==> src/rtl/adx_pkg.sv <==
// ----------------------------------------------------------------------------
// adx_pkg
// Shared constants for the average directional index core.
// ----------------------------------------------------------------------------
package adx_pkg;

  // smoothing factor register, unsigned Q1.16 with 1.0 = 2^16
  localparam int EMA_W = 17;
  localparam logic [EMA_W-1:0] EMA_RESET = 17'd8738;
  localparam logic [EMA_W-1:0] EMA_ONE = 17'h10000;

  // integer bits of a 0..100 value (100 < 2^7)
  localparam int INT_BITS = 7;

  // shift of the >> 16 after smoothing, which also sets its rounding constant
  localparam int EMA_FRAC = 16;

endpackage

==> src/rtl/adx_bar_if.sv <==
// ----------------------------------------------------------------------------
// adx_bar_if
// Price bar channel: valid/ready handshake with high, low, applied price
// and the revise flag.
// ----------------------------------------------------------------------------
interface adx_bar_if #(
  parameter int PRICE_BITS = 32
);
  logic                  valid;
  logic                  ready;
  logic [PRICE_BITS-1:0] bar_high;
  logic [PRICE_BITS-1:0] bar_low;
  logic [PRICE_BITS-1:0] bar_applied;
  logic                  revise;

  modport source (output valid, bar_high, bar_low, bar_applied, revise, input ready);
  modport sink   (input valid, bar_high, bar_low, bar_applied, revise, output ready);
endinterface

==> src/rtl/adx_res_if.sv <==
// ----------------------------------------------------------------------------
// adx_res_if
// Result channel: valid/ready handshake with ADX, +DI and -DI in unsigned
// Q7.FRAC_BITS.
// ----------------------------------------------------------------------------
interface adx_res_if #(
  parameter int FRAC_BITS = 16
);
  logic                 valid;
  logic                 ready;
  logic [FRAC_BITS+6:0] adx_value;
  logic [FRAC_BITS+6:0] plus_di;
  logic [FRAC_BITS+6:0] minus_di;

  modport source (output valid, adx_value, plus_di, minus_di, input ready);
  modport sink   (input valid, adx_value, plus_di, minus_di, output ready);
endinterface

==> src/rtl/average_directional_index_core.sv <==
// ----------------------------------------------------------------------------
// average_directional_index_core
// EMA-smoothed +DI, -DI and ADX per price bar, unsigned Q7.FRAC_BITS.
// ----------------------------------------------------------------------------
// One bar is in flight at a time. The first bar (and its revisions) returns
// zeros without running the jobs. Every later bar runs three jobs on a
// shared sequencer: +DI, -DI, then ADX. Each job uses the bit-serial divider
// (FRAC_BITS+7 quotient bits, one per cycle) unless the divisor is zero or
// the ratio saturates, then two passes through one multiplier for the EMA.
// A finished result sits in the output register, so the next bar is taken
// while it waits.
module average_directional_index_core #(
  parameter int PRICE_BITS = 32,
  parameter int FRAC_BITS  = 16
) (
  input  logic                      clk,
  input  logic                      rst_n,
  adx_bar_if.sink                   in_bar,
  adx_res_if.source                 out_res,
  input  logic                      cfg_we,
  input  logic [adx_pkg::EMA_W-1:0] cfg_data
);
  import adx_pkg::*;

  localparam int PW = PRICE_BITS;
  localparam int OW = FRAC_BITS + INT_BITS;
  localparam int DW = (PRICE_BITS > OW + 1) ? PRICE_BITS : OW + 1;
  localparam int MW = OW + EMA_W;
  localparam int SW = MW + 1;
  localparam logic [OW-1:0] FULL_SCALE = OW'(100) << FRAC_BITS;
  localparam logic [SW-1:0] ROUND_HALF = SW'(1) << (EMA_FRAC - 1);

  localparam logic [3:0] S_IDLE  = 4'd0;
  localparam logic [3:0] S_MOVE  = 4'd1;
  localparam logic [3:0] S_RANGE = 4'd2;
  localparam logic [3:0] S_PREP  = 4'd3;
  localparam logic [3:0] S_CHK   = 4'd4;
  localparam logic [3:0] S_DIV   = 4'd5;
  localparam logic [3:0] S_MUL1  = 4'd6;
  localparam logic [3:0] S_MUL2  = 4'd7;
  localparam logic [3:0] S_ACC   = 4'd8;
  localparam logic [3:0] S_OUT   = 4'd9;

  localparam logic [1:0] JOB_PLUS  = 2'd0;
  localparam logic [1:0] JOB_MINUS = 2'd1;
  localparam logic [1:0] JOB_ADX   = 2'd2;

  // control
  logic [3:0]       state_r, state_nxt;
  logic [1:0]       bars_r, bars_nxt;
  logic [1:0]       job_r, job_nxt;
  logic             out_valid_r, out_valid_nxt;
  logic [EMA_W-1:0] ema_r;

  // bar state
  logic [PW-1:0] base_high_r, base_low_r, base_applied_r;
  logic [PW-1:0] cur_high_r, cur_low_r, cur_applied_r;
  logic [OW-1:0] base_plus_r, base_minus_r, base_adx_r;
  logic [OW-1:0] cur_plus_r, cur_minus_r, cur_adx_r;

  // datapath
  logic [PW-1:0] pdm_r, ndm_r, d_hl_r, d_ha_r, d_la_r, tr_r;
  logic [DW-1:0] num_r, den_r;
  logic [OW-1:0] tgt_r;
  logic [MW-1:0] acc_r, prod_r;
  logic [OW-1:0] out_adx_r, out_plus_r, out_minus_r;

  logic             in_acc, first_bar, out_load;
  logic             den_zero, num_ge, div_start, div_done;
  logic [OW-1:0]    div_quot;
  logic [EMA_W-1:0] a_eff, one_minus;
  logic [OW-1:0]    prev_sel, mul_a;
  logic [EMA_W-1:0] mul_b;
  logic [MW-1:0]    mul_p;
  logic [SW-1:0]    ema_sum;
  logic [OW-1:0]    smoothed;
  logic [OW:0]      pm_sum;
  logic [OW-1:0]    pm_spread;
  logic             tr_sel_hl, tr_sel_ha;

  assign in_bar.ready = (state_r == S_IDLE);
  assign in_acc       = in_bar.valid && in_bar.ready;
  // a revision before a second bar exists just replaces the first bar
  assign first_bar    = (bars_r == 2'd0) || (in_bar.revise && bars_r == 2'd1);
  assign out_load     = (state_r == S_OUT) && (!out_valid_r || out_res.ready);

  assign den_zero  = (den_r == '0);
  assign num_ge    = (num_r >= den_r);
  assign div_start = (state_r == S_CHK) && !den_zero && !num_ge;

  assign a_eff     = ema_r[EMA_W-1] ? EMA_ONE : ema_r;
  assign one_minus = EMA_ONE - a_eff;

  always_comb begin
    case (job_r)
      JOB_PLUS:  prev_sel = base_plus_r;
      JOB_MINUS: prev_sel = base_minus_r;
      default:   prev_sel = base_adx_r;
    endcase
  end

  // prev*(1-a) in the first pass, target*a in the second
  assign mul_a    = (state_r == S_MUL1) ? prev_sel : tgt_r;
  assign mul_b    = (state_r == S_MUL1) ? one_minus : a_eff;
  assign mul_p    = MW'(mul_a) * MW'(mul_b);
  assign ema_sum  = {1'b0, acc_r} + {1'b0, prod_r} + ROUND_HALF;
  assign smoothed = ema_sum[EMA_FRAC +: OW];

  assign pm_sum    = {1'b0, cur_plus_r} + {1'b0, cur_minus_r};
  assign pm_spread = (cur_plus_r >= cur_minus_r) ? cur_plus_r - cur_minus_r
                                                 : cur_minus_r - cur_plus_r;

  assign tr_sel_hl = (d_hl_r >= d_ha_r) && (d_hl_r >= d_la_r);
  assign tr_sel_ha = (d_ha_r >= d_la_r);

  adx_div #(
    .DW (DW),
    .QW (OW)
  ) u_div (
    .clk   (clk),
    .rst_n (rst_n),
    .start (div_start),
    .num   (num_r),
    .den   (den_r),
    .done  (div_done),
    .quot  (div_quot)
  );

  always_comb begin
    state_nxt     = state_r;
    bars_nxt      = bars_r;
    job_nxt       = job_r;
    out_valid_nxt = out_valid_r && !out_res.ready;
    case (state_r)
      S_IDLE: begin
        if (in_acc) begin
          bars_nxt  = first_bar ? 2'd1 : 2'd2;
          state_nxt = first_bar ? S_OUT : S_MOVE;
        end
      end
      S_MOVE:  state_nxt = S_RANGE;
      S_RANGE: begin
        job_nxt   = JOB_PLUS;
        state_nxt = S_PREP;
      end
      S_PREP:  state_nxt = S_CHK;
      S_CHK:   state_nxt = (den_zero || num_ge) ? S_MUL1 : S_DIV;
      S_DIV: begin
        if (div_done) state_nxt = S_MUL1;
      end
      S_MUL1:  state_nxt = S_MUL2;
      S_MUL2:  state_nxt = S_ACC;
      S_ACC: begin
        if (job_r == JOB_ADX) begin
          state_nxt = S_OUT;
        end else begin
          job_nxt   = job_r + 2'd1;
          state_nxt = S_PREP;
        end
      end
      S_OUT: begin
        if (out_load) begin
          out_valid_nxt = 1'b1;
          state_nxt     = S_IDLE;
        end
      end
      default: state_nxt = S_IDLE;
    endcase
  end

  always_ff @(posedge clk) begin
    if (!rst_n) begin
      state_r     <= S_IDLE;
      bars_r      <= 2'd0;
      job_r       <= JOB_PLUS;
      out_valid_r <= 1'b0;
      ema_r       <= EMA_RESET;
    end else begin
      state_r     <= state_nxt;
      bars_r      <= bars_nxt;
      job_r       <= job_nxt;
      out_valid_r <= out_valid_nxt;
      if (cfg_we) ema_r <= cfg_data;
    end
  end

  always_ff @(posedge clk) begin
    case (state_r)
      S_IDLE: begin
        if (in_acc) begin
          if (!first_bar && !in_bar.revise) begin
            base_high_r    <= cur_high_r;
            base_low_r     <= cur_low_r;
            base_applied_r <= cur_applied_r;
            base_plus_r    <= cur_plus_r;
            base_minus_r   <= cur_minus_r;
            base_adx_r     <= cur_adx_r;
          end
          cur_high_r    <= in_bar.bar_high;
          cur_low_r     <= in_bar.bar_low;
          cur_applied_r <= in_bar.bar_applied;
          if (first_bar) begin
            cur_plus_r  <= '0;
            cur_minus_r <= '0;
            cur_adx_r   <= '0;
          end
        end
      end
      S_MOVE: begin
        pdm_r  <= (cur_high_r > base_high_r) ? cur_high_r - base_high_r : '0;
        ndm_r  <= (base_low_r > cur_low_r) ? base_low_r - cur_low_r : '0;
        d_hl_r <= (cur_high_r >= cur_low_r) ? cur_high_r - cur_low_r
                                            : cur_low_r - cur_high_r;
        d_ha_r <= (cur_high_r >= base_applied_r) ? cur_high_r - base_applied_r
                                                 : base_applied_r - cur_high_r;
        d_la_r <= (cur_low_r >= base_applied_r) ? cur_low_r - base_applied_r
                                                : base_applied_r - cur_low_r;
      end
      S_RANGE: begin
        // loser zeroed, both zeroed on a tie
        if (pdm_r == ndm_r) begin
          pdm_r <= '0;
          ndm_r <= '0;
        end else if (pdm_r < ndm_r) begin
          pdm_r <= '0;
        end else begin
          ndm_r <= '0;
        end
        tr_r <= tr_sel_hl ? d_hl_r : (tr_sel_ha ? d_ha_r : d_la_r);
      end
      S_PREP: begin
        case (job_r)
          JOB_PLUS: begin
            num_r <= DW'(pdm_r);
            den_r <= DW'(tr_r);
          end
          JOB_MINUS: begin
            num_r <= DW'(ndm_r);
            den_r <= DW'(tr_r);
          end
          default: begin
            num_r <= DW'(pm_spread);
            den_r <= DW'(pm_sum);
          end
        endcase
      end
      S_CHK: begin
        if (den_zero)    tgt_r <= '0;
        else if (num_ge) tgt_r <= FULL_SCALE;
      end
      S_DIV: begin
        if (div_done) tgt_r <= div_quot;
      end
      S_MUL1: acc_r  <= mul_p;
      S_MUL2: prod_r <= mul_p;
      S_ACC: begin
        case (job_r)
          JOB_PLUS:  cur_plus_r  <= smoothed;
          JOB_MINUS: cur_minus_r <= smoothed;
          default:   cur_adx_r   <= smoothed;
        endcase
      end
      S_OUT: begin
        if (out_load) begin
          out_adx_r   <= cur_adx_r;
          out_plus_r  <= cur_plus_r;
          out_minus_r <= cur_minus_r;
        end
      end
      default: ;
    endcase
  end

  assign out_res.valid     = out_valid_r;
  assign out_res.adx_value = out_adx_r;
  assign out_res.plus_di   = out_plus_r;
  assign out_res.minus_di  = out_minus_r;

  a_busy_after_transfer: assert property (@(posedge clk) disable iff (!rst_n)
    in_acc |=> !in_bar.ready)
    else $error("new bar taken while previous one is still in work");

  a_bars_range: assert property (@(posedge clk) disable iff (!rst_n)
    bars_r != 2'd3)
    else $error("bar count out of range");

  a_div_done_state: assert property (@(posedge clk) disable iff (!rst_n)
    div_done |-> state_r == S_DIV)
    else $error("divider finished outside the divide step");

  a_out_in_range: assert property (@(posedge clk) disable iff (!rst_n)
    out_valid_r |-> (out_adx_r <= FULL_SCALE) && (out_plus_r <= FULL_SCALE)
                    && (out_minus_r <= FULL_SCALE))
    else $error("result above full scale");

endmodule

==> src/rtl/adx_div.sv <==
// ----------------------------------------------------------------------------
// adx_div
// Iterative restoring divider for floor(num * 100 * 2^FRAC / den), one
// quotient bit per cycle. Caller guarantees den != 0 and num < den.
// ----------------------------------------------------------------------------
module adx_div #(
  parameter int DW = 32,
  parameter int QW = 23
) (
  input  logic          clk,
  input  logic          rst_n,
  input  logic          start,
  input  logic [DW-1:0] num,
  input  logic [DW-1:0] den,
  output logic          done,
  output logic [QW-1:0] quot
);
  import adx_pkg::*;

  localparam int CW = $clog2(QW + 1);
  localparam int XW = DW + INT_BITS;

  logic          busy_r, busy_nxt;
  logic          done_r, done_nxt;
  logic [CW-1:0] cnt_r, cnt_nxt;
  logic [DW-1:0] rem_r;
  logic [DW-1:0] den_r;
  logic [QW-1:0] xlo_r;
  logic [QW-1:0] quot_r;

  logic [XW-1:0] x100;
  logic [DW:0]   shifted;
  logic [DW:0]   diff;
  logic          ge;

  // num * 100 = num*64 + num*32 + num*4
  assign x100 = (XW'(num) << 6) + (XW'(num) << 5) + (XW'(num) << 2);

  assign shifted = {rem_r, xlo_r[QW-1]};
  assign ge      = shifted >= {1'b0, den_r};
  assign diff    = shifted - {1'b0, den_r};

  always_comb begin
    busy_nxt = busy_r;
    cnt_nxt  = cnt_r;
    done_nxt = 1'b0;
    if (start) begin
      busy_nxt = 1'b1;
      cnt_nxt  = CW'(QW);
    end else if (busy_r) begin
      cnt_nxt = cnt_r - 1'b1;
      if (cnt_r == CW'(1)) begin
        busy_nxt = 1'b0;
        done_nxt = 1'b1;
      end
    end
  end

  always_ff @(posedge clk) begin
    if (!rst_n) begin
      busy_r <= 1'b0;
      done_r <= 1'b0;
      cnt_r  <= '0;
    end else begin
      busy_r <= busy_nxt;
      done_r <= done_nxt;
      cnt_r  <= cnt_nxt;
    end
  end

  always_ff @(posedge clk) begin
    if (start) begin
      // num < den, so the integer part of num*100 / 128 is already below den
      rem_r  <= x100[XW-1:INT_BITS];
      xlo_r  <= {x100[INT_BITS-1:0], {(QW-INT_BITS){1'b0}}};
      den_r  <= den;
      quot_r <= '0;
    end else if (busy_r) begin
      rem_r  <= ge ? diff[DW-1:0] : shifted[DW-1:0];
      xlo_r  <= {xlo_r[QW-2:0], 1'b0};
      quot_r <= {quot_r[QW-2:0], ge};
    end
  end

  assign done = done_r;
  assign quot = quot_r;

  a_no_restart: assert property (@(posedge clk) disable iff (!rst_n)
    start |-> !busy_r)
    else $error("divider restarted while busy");

endmodule
==> src/flat_wrapper.sv <==
// flat-port wrapper written by rule: the top's interface ports become plain ports
module average_directional_index_core_flat import adx_pkg::*;
#(
  parameter int PRICE_BITS = 32,
  parameter int FRAC_BITS  = 16
)
  (clk, rst_n, cfg_we, cfg_data, in_bar_valid, in_bar_bar_high, in_bar_bar_low, in_bar_bar_applied, in_bar_revise, in_bar_ready, out_res_valid, out_res_adx_value, out_res_plus_di, out_res_minus_di, out_res_ready);
  adx_bar_if #(.PRICE_BITS(PRICE_BITS)) in_bar_i ();
  adx_res_if #(.FRAC_BITS(FRAC_BITS)) out_res_i ();
  input  logic clk;
  input  logic rst_n;
  input  logic cfg_we;
  input  logic [adx_pkg::EMA_W-1:0] cfg_data;
  input wire logic [$bits(in_bar_i.valid)-1:0] in_bar_valid;
  input wire logic [$bits(in_bar_i.bar_high)-1:0] in_bar_bar_high;
  input wire logic [$bits(in_bar_i.bar_low)-1:0] in_bar_bar_low;
  input wire logic [$bits(in_bar_i.bar_applied)-1:0] in_bar_bar_applied;
  input wire logic [$bits(in_bar_i.revise)-1:0] in_bar_revise;
  output wire logic [$bits(in_bar_i.ready)-1:0] in_bar_ready;
  output wire logic [$bits(out_res_i.valid)-1:0] out_res_valid;
  output wire logic [$bits(out_res_i.adx_value)-1:0] out_res_adx_value;
  output wire logic [$bits(out_res_i.plus_di)-1:0] out_res_plus_di;
  output wire logic [$bits(out_res_i.minus_di)-1:0] out_res_minus_di;
  input wire logic [$bits(out_res_i.ready)-1:0] out_res_ready;
  assign in_bar_i.valid = in_bar_valid;
  assign in_bar_i.bar_high = in_bar_bar_high;
  assign in_bar_i.bar_low = in_bar_bar_low;
  assign in_bar_i.bar_applied = in_bar_bar_applied;
  assign in_bar_i.revise = in_bar_revise;
  assign in_bar_ready = in_bar_i.ready;
  assign out_res_valid = out_res_i.valid;
  assign out_res_adx_value = out_res_i.adx_value;
  assign out_res_plus_di = out_res_i.plus_di;
  assign out_res_minus_di = out_res_i.minus_di;
  assign out_res_i.ready = out_res_ready;
  average_directional_index_core #(.PRICE_BITS(PRICE_BITS), .FRAC_BITS(FRAC_BITS)) u_core (.clk(clk), .rst_n(rst_n), .in_bar(in_bar_i), .out_res(out_res_i), .cfg_we(cfg_we), .cfg_data(cfg_data));
endmodule
==> config.mk <==
export PLATFORM = sky130hd
export DESIGN_NAME = average_directional_index_core_flat
export DESIGN_NICKNAME = d
export VERILOG_FILES = /design/src/rtl/adx_pkg.sv /design/src/rtl/adx_bar_if.sv /design/src/rtl/adx_res_if.sv /design/src/rtl/average_directional_index_core.sv /design/src/rtl/adx_div.sv /design/src/flat_wrapper.sv
export SDC_FILE = /design/constraint.sdc
export NUM_CORES = 2
export LEC_CHECK = 0
export ABC_AREA = 1
export BUFFER_PORTS_ARGS = -buffer_cell sky130_fd_sc_hd__buf_2
export CAP_MARGIN = 40
export CELL_PAD_IN_SITES_DETAIL_PLACEMENT = 1
export CELL_PAD_IN_SITES_GLOBAL_PLACEMENT = 2
export CORE_UTILIZATION = 42
export DETAILED_ROUTE_END_ITERATION = 7
export PLACE_DENSITY_LB_ADDON = 0.1
export RECOVER_POWER = 50
export SLEW_MARGIN = 20
export SYNTH_ARGS = -nofsm -noshare
export SYNTH_HDL_FRONTEND = slang
export SYNTH_HIERARCHICAL = 1
export SYNTH_SLANG_ARGS = --single-unit
export TNS_END_PERCENT = 50
==> constraint.sdc <==
create_clock -name clk -period 14.5 [get_ports clk]
set_input_delay 0.725 -clock clk [delete_from_list [all_inputs] [get_ports clk]]
set_output_delay 0.725 -clock clk [all_outputs]
set_load 0.005 [all_outputs]
# Word-level counts from Yosys, hierarchy flattened

Index checks and enable logic that the tools add are counted.

Add/subtract/negate cells: 19
Multipliers: 1
Order comparisons: 12
Equal/unequal tests: 25
Mux-type cells: 55
Bitwise gates (word level): 2
Reductions and logical operators: 40

Operator list:

| operator                                                         | number |
|---|---|
| 32-bit 2-to-1 mux                                                | 14 |
| 32-bit subtractor                                                | 9 |
| 23-bit 2-to-1 mux                                                | 12 |
| 23-bit case mux with 2 select lines                              | 5 |
| 32-bit >= comparator                                             | 7 |
| 32-bit case mux with 2 select lines                              | 3 |
| 32-bit greater-than comparator                                   | 2 |
| 23-bit subtractor                                                | 2 |
| 4-bit case mux with 10 select lines                              | 1 |
| 38-bit by 37-bit adder with 39-bit output                        | 1 |
| 39-bit by 16-bit adder with 39-bit output, second input constant | 1 |
| 39-bit by 34-bit adder with 39-bit output                        | 1 |
| 39-bit adder                                                     | 1 |
| 23-bit by 17-bit multiplier with 39-bit output                   | 1 |
| 17-bit 2-to-1 mux                                                | 2 |
| 33-bit by 32-bit >= comparator with 1-bit output                 | 1 |
| 32-bit equality test                                             | 1 |
| 32-bit logical NOT                                               | 1 |
| 32-bit less-than comparator                                      | 1 |
| 23-bit by 23-bit adder with 24-bit output                        | 1 |
| 24-bit 2-to-1 mux                                                | 1 |
| 23-bit >= comparator                                             | 1 |
| 4-bit 2-to-1 mux                                                 | 5 |
| 17-bit subtractor, first input constant                          | 1 |
| other kinds (29)                                                 | 79 |

Flip-flop bits (word level): 883
Input port bits: 119
Output and inout port bits: 71
Logic and storage cells: 194

# Longest topological paths before layout

Word-level depth: 6
Depth in mapped cells: 39
Depth with buffers taken out: 37

# Hierarchy

The synthesis kept the hierarchy.

Modules (own cells, without submodules):

| module                         | instances | cells each | area each (um^2) |
|---|---|---|---|
| average_directional_index_core | 1         | 8433       | 67913.9 |
| adx_div                        | 1         | 1348       | 9419.0 |

# Worst setup path before layout

Ideal clock, no wire load.

Path kind: in2reg
Start point: in in_bar_revise
End point: reg u_core.base_adx_r[0], enable pin
Data arrival time: 8.143 ns
Required time: 13.806 ns
Path slack: 5.663 ns
Stages on the path: 7
Buffers on the path: 0
Cells stage by stage: o21ai_0 -> inv_1 -> nor2_1 -> inv_1 -> nor2_1 -> inv_1 -> nor2_1

Longest elaborated chain between the ends: 5

RTL lines:

| item                                     | line                                  | text |
|---|---|---|
| start, declared                          | flat_wrapper.sv:18                    | `input wire logic [$bits(in_bar_i.revise)-1:0] in_bar_revise;` |
| 1-bit logical AND                        | average_directional_index_core.sv:84  | `assign first_bar = (bars_r == 2'd0) \|\| (in_bar.revise && bars_r == 2'd1);` |
| 1-bit logical OR                         | average_directional_index_core.sv:84  |  |
| 1-bit logical NOT                        | average_directional_index_core.sv:191 | `if (!first_bar && !in_bar.revise) begin` |
| 1-bit logical AND (*)                    | average_directional_index_core.sv:191 |  |
| 3-bit AND reduction (no source line) (*) | --                                    |  |
| end signal, assigned                     | average_directional_index_core.sv:197 | `base_adx_r <= cur_adx_r;` |
| end, declared                            | average_directional_index_core.sv:58  | `logic [OW-1:0] base_plus_r, base_minus_r, base_adx_r;` |

Every way passes the cells marked *; elsewhere a longest branch is shown, timed or not.
A chain may end at the register's enable or synchronous reset.

# Final worst setup path

Start point: reg u_core.job_r[1]
End point: reg u_core.acc_r[38] (data pin)

Longest elaborated chain between the ends: 4

RTL lines:

| item                                                                                       | line                                  | text |
|---|---|---|
| start, declared                                                                            | average_directional_index_core.sv:51  | `logic [1:0] job_r, job_nxt;` |
| start signal, assigned                                                                     | average_directional_index_core.sv:181 | `job_r <= job_nxt;` |
| 2-bit by 1-bit equality test with 1-bit output / 2-bit logical NOT (equally long branches) | average_directional_index_core.sv:95  | `case (job_r)` |
| 23-bit case mux with 2 select lines (*)                                                    | average_directional_index_core.sv:95  |  |
| 23-bit 2-to-1 mux (*)                                                                      | average_directional_index_core.sv:103 | `assign mul_a = (state_r == S_MUL1) ? prev_sel : tgt_r;` |
| 23-bit by 17-bit multiplier with 39-bit output (*)                                         | average_directional_index_core.sv:105 | `assign mul_p = MW'(mul_a) * MW'(mul_b);` |
| net u_core.mul_p[38]                                                                       | average_directional_index_core.sv:74  | `logic [MW-1:0] mul_p;` |
| end signal, assigned                                                                       | average_directional_index_core.sv:254 | `S_MUL1: acc_r <= mul_p;` |
| end, declared                                                                              | average_directional_index_core.sv:65  | `logic [MW-1:0] acc_r, prod_r;` |

Mark *: on every way through the listed nets, which the timed path passes. The rest lies on a longest branch.

==> key figures <==
CTS
  • Cts hold-fix bufs: 0
  • H-Tree Depth: 3
  • CTS tree: done
  • Resized cells post-CTS: 0
  • CTS Sinks: between 800 and 900
  • Root buffer cell: clkbuf_16
  • Post-CTS setup repair buffer count: 0
  • Maximum clock insertion buffer count: 3
  • Clk slew on worst S/H paths: approximately 0.06 ns
  • Clock latency on the worst-skew pair: approximately 0.8 ns
  • Num CTS Buffers: 102

Floorplan
  • Die Y: ~430 um
  • Row cnt: around 160
  • Initial cell density of the core: a little over two fifths
  • Die ar.: approximately 0.19 mm2
  • # IOs: 190
  • Die X: between 400 and 500 um
  • CORE AREA: roughly 0.18 mm2

Setup path
  • WS Path Type: reg2reg
  • CP startpoint kind: register
  • Most frequent CP cell: inv_1
  • CP startpoint: u_core/job_r[1]
  • Critical Path Fanout Max: 58
  • Data arrival time of the critical path: approximately 11 ns
  • CP max stage delay: 1.77 ns
  • Worst Setup End Kind: register
  • Launch point of the worst reg-to-reg path: u_core/job_r[1]
  • Crit-path slowest cell: nor2_1
  • Worst Path Required: 15.00 ns

Synth
  • Syn nets: approximately 11000
  • Synth Instances: slightly below 10000
  • Synthesis Warnings: 6
  • Number of flops mapped to enable cells by yosys: roughly 830
  • Unique masters post-synth: 65
  • Ys async rst share: 0%
  • Post-Synthesis Cell Area: 0.0773 mm2
  • Register bit total from synthesis: 881
  • Main synth FF type: edfxtp_1
  • Register area share after synthesis: about a third
  • Synthesized area per cell: around 8 um2

Pwr
  • Leakage power figure: 39.6 nW
  • Worst VDD drop: ~180 uV
  • Power per cell area: between 200 and 250 mW/mm2

Routing
  • DR vias: 68996
  • Met2 wire len: approximately 150000 um
  • Routed length on met1: approximately 140000 um
  • Remaining antenna violation count: 0
  • Max Used Layer: met5
  • Drt drc: 0
  • WL/cell: between 20 and 30 um
  • Vias/cell: roughly 5.5
  • Initial drt markers: roughly 5200
  • Drt first pass iters: 5
  • DR WL met3: around 17000 um
  • WL final: between 300000 and 400000 um

Timing
  • Worst Skew: 0.0600 ns
  • WHS: ~0.12 ns
  • RSZ-0062 raised after global routing: no
  • Worst-Margin Slew: between 3 and 4 ns
  • Pins over their slew limit: between 400 and 500
  • Worst slew margin: -133%
  • Final setup TNS: 0 ns
  • Final worst path period share: around three quarters
  • Final min period: 10.60 ns
  • Achievable Freq: 94.3 MHz
  • Final setup viols: 0
  • Final hold viol count: 0

Hold path
  • Hold path startpoint: in_bar_bar_low[0]
  • Min-Delay Path Class: in2reg

Run status
  • Status: complete, but fails checks
  • Failing checks: max-capacitance violations, max-slew violations

Finish
  • Multi-input gate area: between 0.04 and 0.05 mm2
  • Final Instance Area: 0.0844 mm2
  • Register area: between 0.02 and 0.03 mm2
  • Final #Nets: 11126
  • Util after Layout: 46.1%
  • Layout cells sized above 1: between 4 and 5%
  • Post-route insts no fill: between 10000 and 15000
  • P&R area growth vs syn: 9.12%
  • Fillers: 22436

Run
  • Max-capacitance violation count: 13

Global route
  • First-pass GRT wire length: between 400000 and 500000 um
  • Largest net degree at the start of global routing: 68
  • Total GRT Usage: 35.7%
  • Vias in the first global route: 72365
  • Antenna violations before repair: 14
  • GR Overflow Total: 0

Placed design
  • Placed Cells: about 12000
  • Routability congestion estimate: around 1.0
  • Post-DP HPWL: around 280000 um
  • DP Area: 0.0810 mm2
  • Port Buffers: approximately 190
==> where the power goes <==
group	switching (mW)	internal, mW	total (mW)
sequential	0.601	4.12	4.72
clock	1.17	1.53	2.70
combinational	8.94	3.71	12.6
total	10.7	9.36	20.1
==> per-layer routing <==
metal	track usage, %	vias to the layer above
li1	-	31942
met1	44.3	34388
met2	58.3	2020
met3	4.90	640
met4	23.2	6
met5	0	-
==> cell type report <==
cell class	count	area share, %
flip-flops and latches	881	30.7
diodes	3	0.00890
multi-input cells	7051	52.4
clock inverters	71	0.999
repair buffers	275	1.92
well taps	2464	3.65
clock buffers	123	3.16
inverters	1604	7.13
==> critical path, delay by kind of cell, from the launching register on <==
| kind | cells | cell delay [ns] |
|---|---|---|
| fa+ha+maj | 8 | 3.57 |
| simple gates | 10 | 3.22 |
| buf+inv | 11 | 2.59 |
| compound gates | 2 | 0.47 |
| flops | 1 | 0.35 |
==> path summary, 6_finish.rpt <==
| check | endpoint | slack (ns) | cells after the start |
|---|---|---|---|
| max | u_core/acc_r[38] | 3.90 | 31 |
| min | u_core/cur_low_r[0] | 0.12 | 1 |
| max reg2reg | u_core/acc_r[38] | 3.90 | 31 |
| min reg2reg | u_core/base_applied_r[14] | 0.42 | 0 |
==> sequential cells by signal, summed over array words and instances (netlist names), 32 cells and up <==
register and flops:
u_core/d_ha_r 32, u_core/cur_low_r 32, u_core/pdm_r 32, u_core/tr_r 32, u_core/acc_r 39, u_core/cur_applied_r 32
u_core/num_r 32, u_core/prod_r 39, u_core/den_r 32, u_core/d_hl_r 32, u_core/d_la_r 32, u_core/ndm_r 32
u_core/base_low_r 32, u_core/base_applied_r 32, u_core/cur_high_r 32, u_core/base_high_r 32, u_core/u_div/den_r 32, u_core/u_div/rem_r 32
==> placed cells by master (no fill, tap or decap), types with 7 or more instances in the layout <==
cell type,instances
nand2_1,2463
inv_1,1579
nor2_1,968
edfxtp_1,825
ha_1,737
a21oi_1,655
o21ai_0,463
nand3_1,451
fa_1,354
xor2_1,224
buf_2,137
nand4_1,119
clkbuf_16,103
clkbuf_1,91
nor3_1,68
o21bai_1,64
a21o_1,59
dfxtp_1,56
xnor2_1,50
a31oi_1,49
buf_4,49
nand3b_1,40
o21a_1,35
o211ai_1,33
nor2_2,24
a21boi_0,23
clkinv_2,21
o22ai_1,21
clkinv_1,20
o21ai_1,20
nor4_1,19
nand2_2,15
nand3_2,15
inv_2,14
bufinv_16,11
or2_2,10
o21ai_2,9
clkinvlp_4,8
nor2_4,8
buf_8,7
==> synthesized netlist by cell type, types with 16 or more instances <==
library cell	number	share of area [%]
a21oi_1	661	4.3
o21a_1	35	0.34
buf_6	16	0.23
a21o_1	59	0.57
o21bai_1	64	0.62
o211ai_1	33	0.32
nand4_1	119	0.96
buf_2	102	0.66
a21boi_0	23	0.22
o22ai_1	21	0.17
nor2_2	25	0.20
clkbuf_2	36	0.23
clkbuf_1	70	0.34
nand3b_1	40	0.39
o21ai_1	17	0.11
xnor2_1	50	0.57
nand2_1	2463	12
dfxtp_1	56	1.4
xor2_1	226	2.6
o21ai_0	466	3.0
inv_1	1581	7.7
nand3_1	451	2.9
ha_1	738	12
edfxtp_1	825	32
a31oi_1	49	0.40
nor4_1	19	0.15
nor2_1	971	4.7
nor3_1	68	0.44
fa_1	354	9.2
==> kinds of logic (layout without fill, tap and decap cells) <==
group | count (synthesis) | in the layout | synth area share [%]
compound gates | 1451 | 1451 | 10.3
xor+xnor | 278 | 278 | 3.17
fa+ha+maj | 1092 | 1092 | 21.1
buf+inv | 1849 | 2073 | 9.39
flops | 881 | 881 | 33.5
other cells | 0 | 3 | 0
simple gates | 4230 | 4230 | 22.5
==> metrics by stage <==
| stage | setup slack, ns | power (mW) |
|---|---|---|
| 3_5_place_dp | 5.56 | 17.1 |
| 3_3_place_gp | 5.74 | 16.8 |
| 2_1_floorplan | 5.66 | 12.2 |
| 6_report | 3.90 | 20.1 |
| 4_1_cts | 5.52 | 19.9 |
| 5_1_grt | 3.34 | 21.4 |
Note: power is estimated with default switching activity, not from simulation.
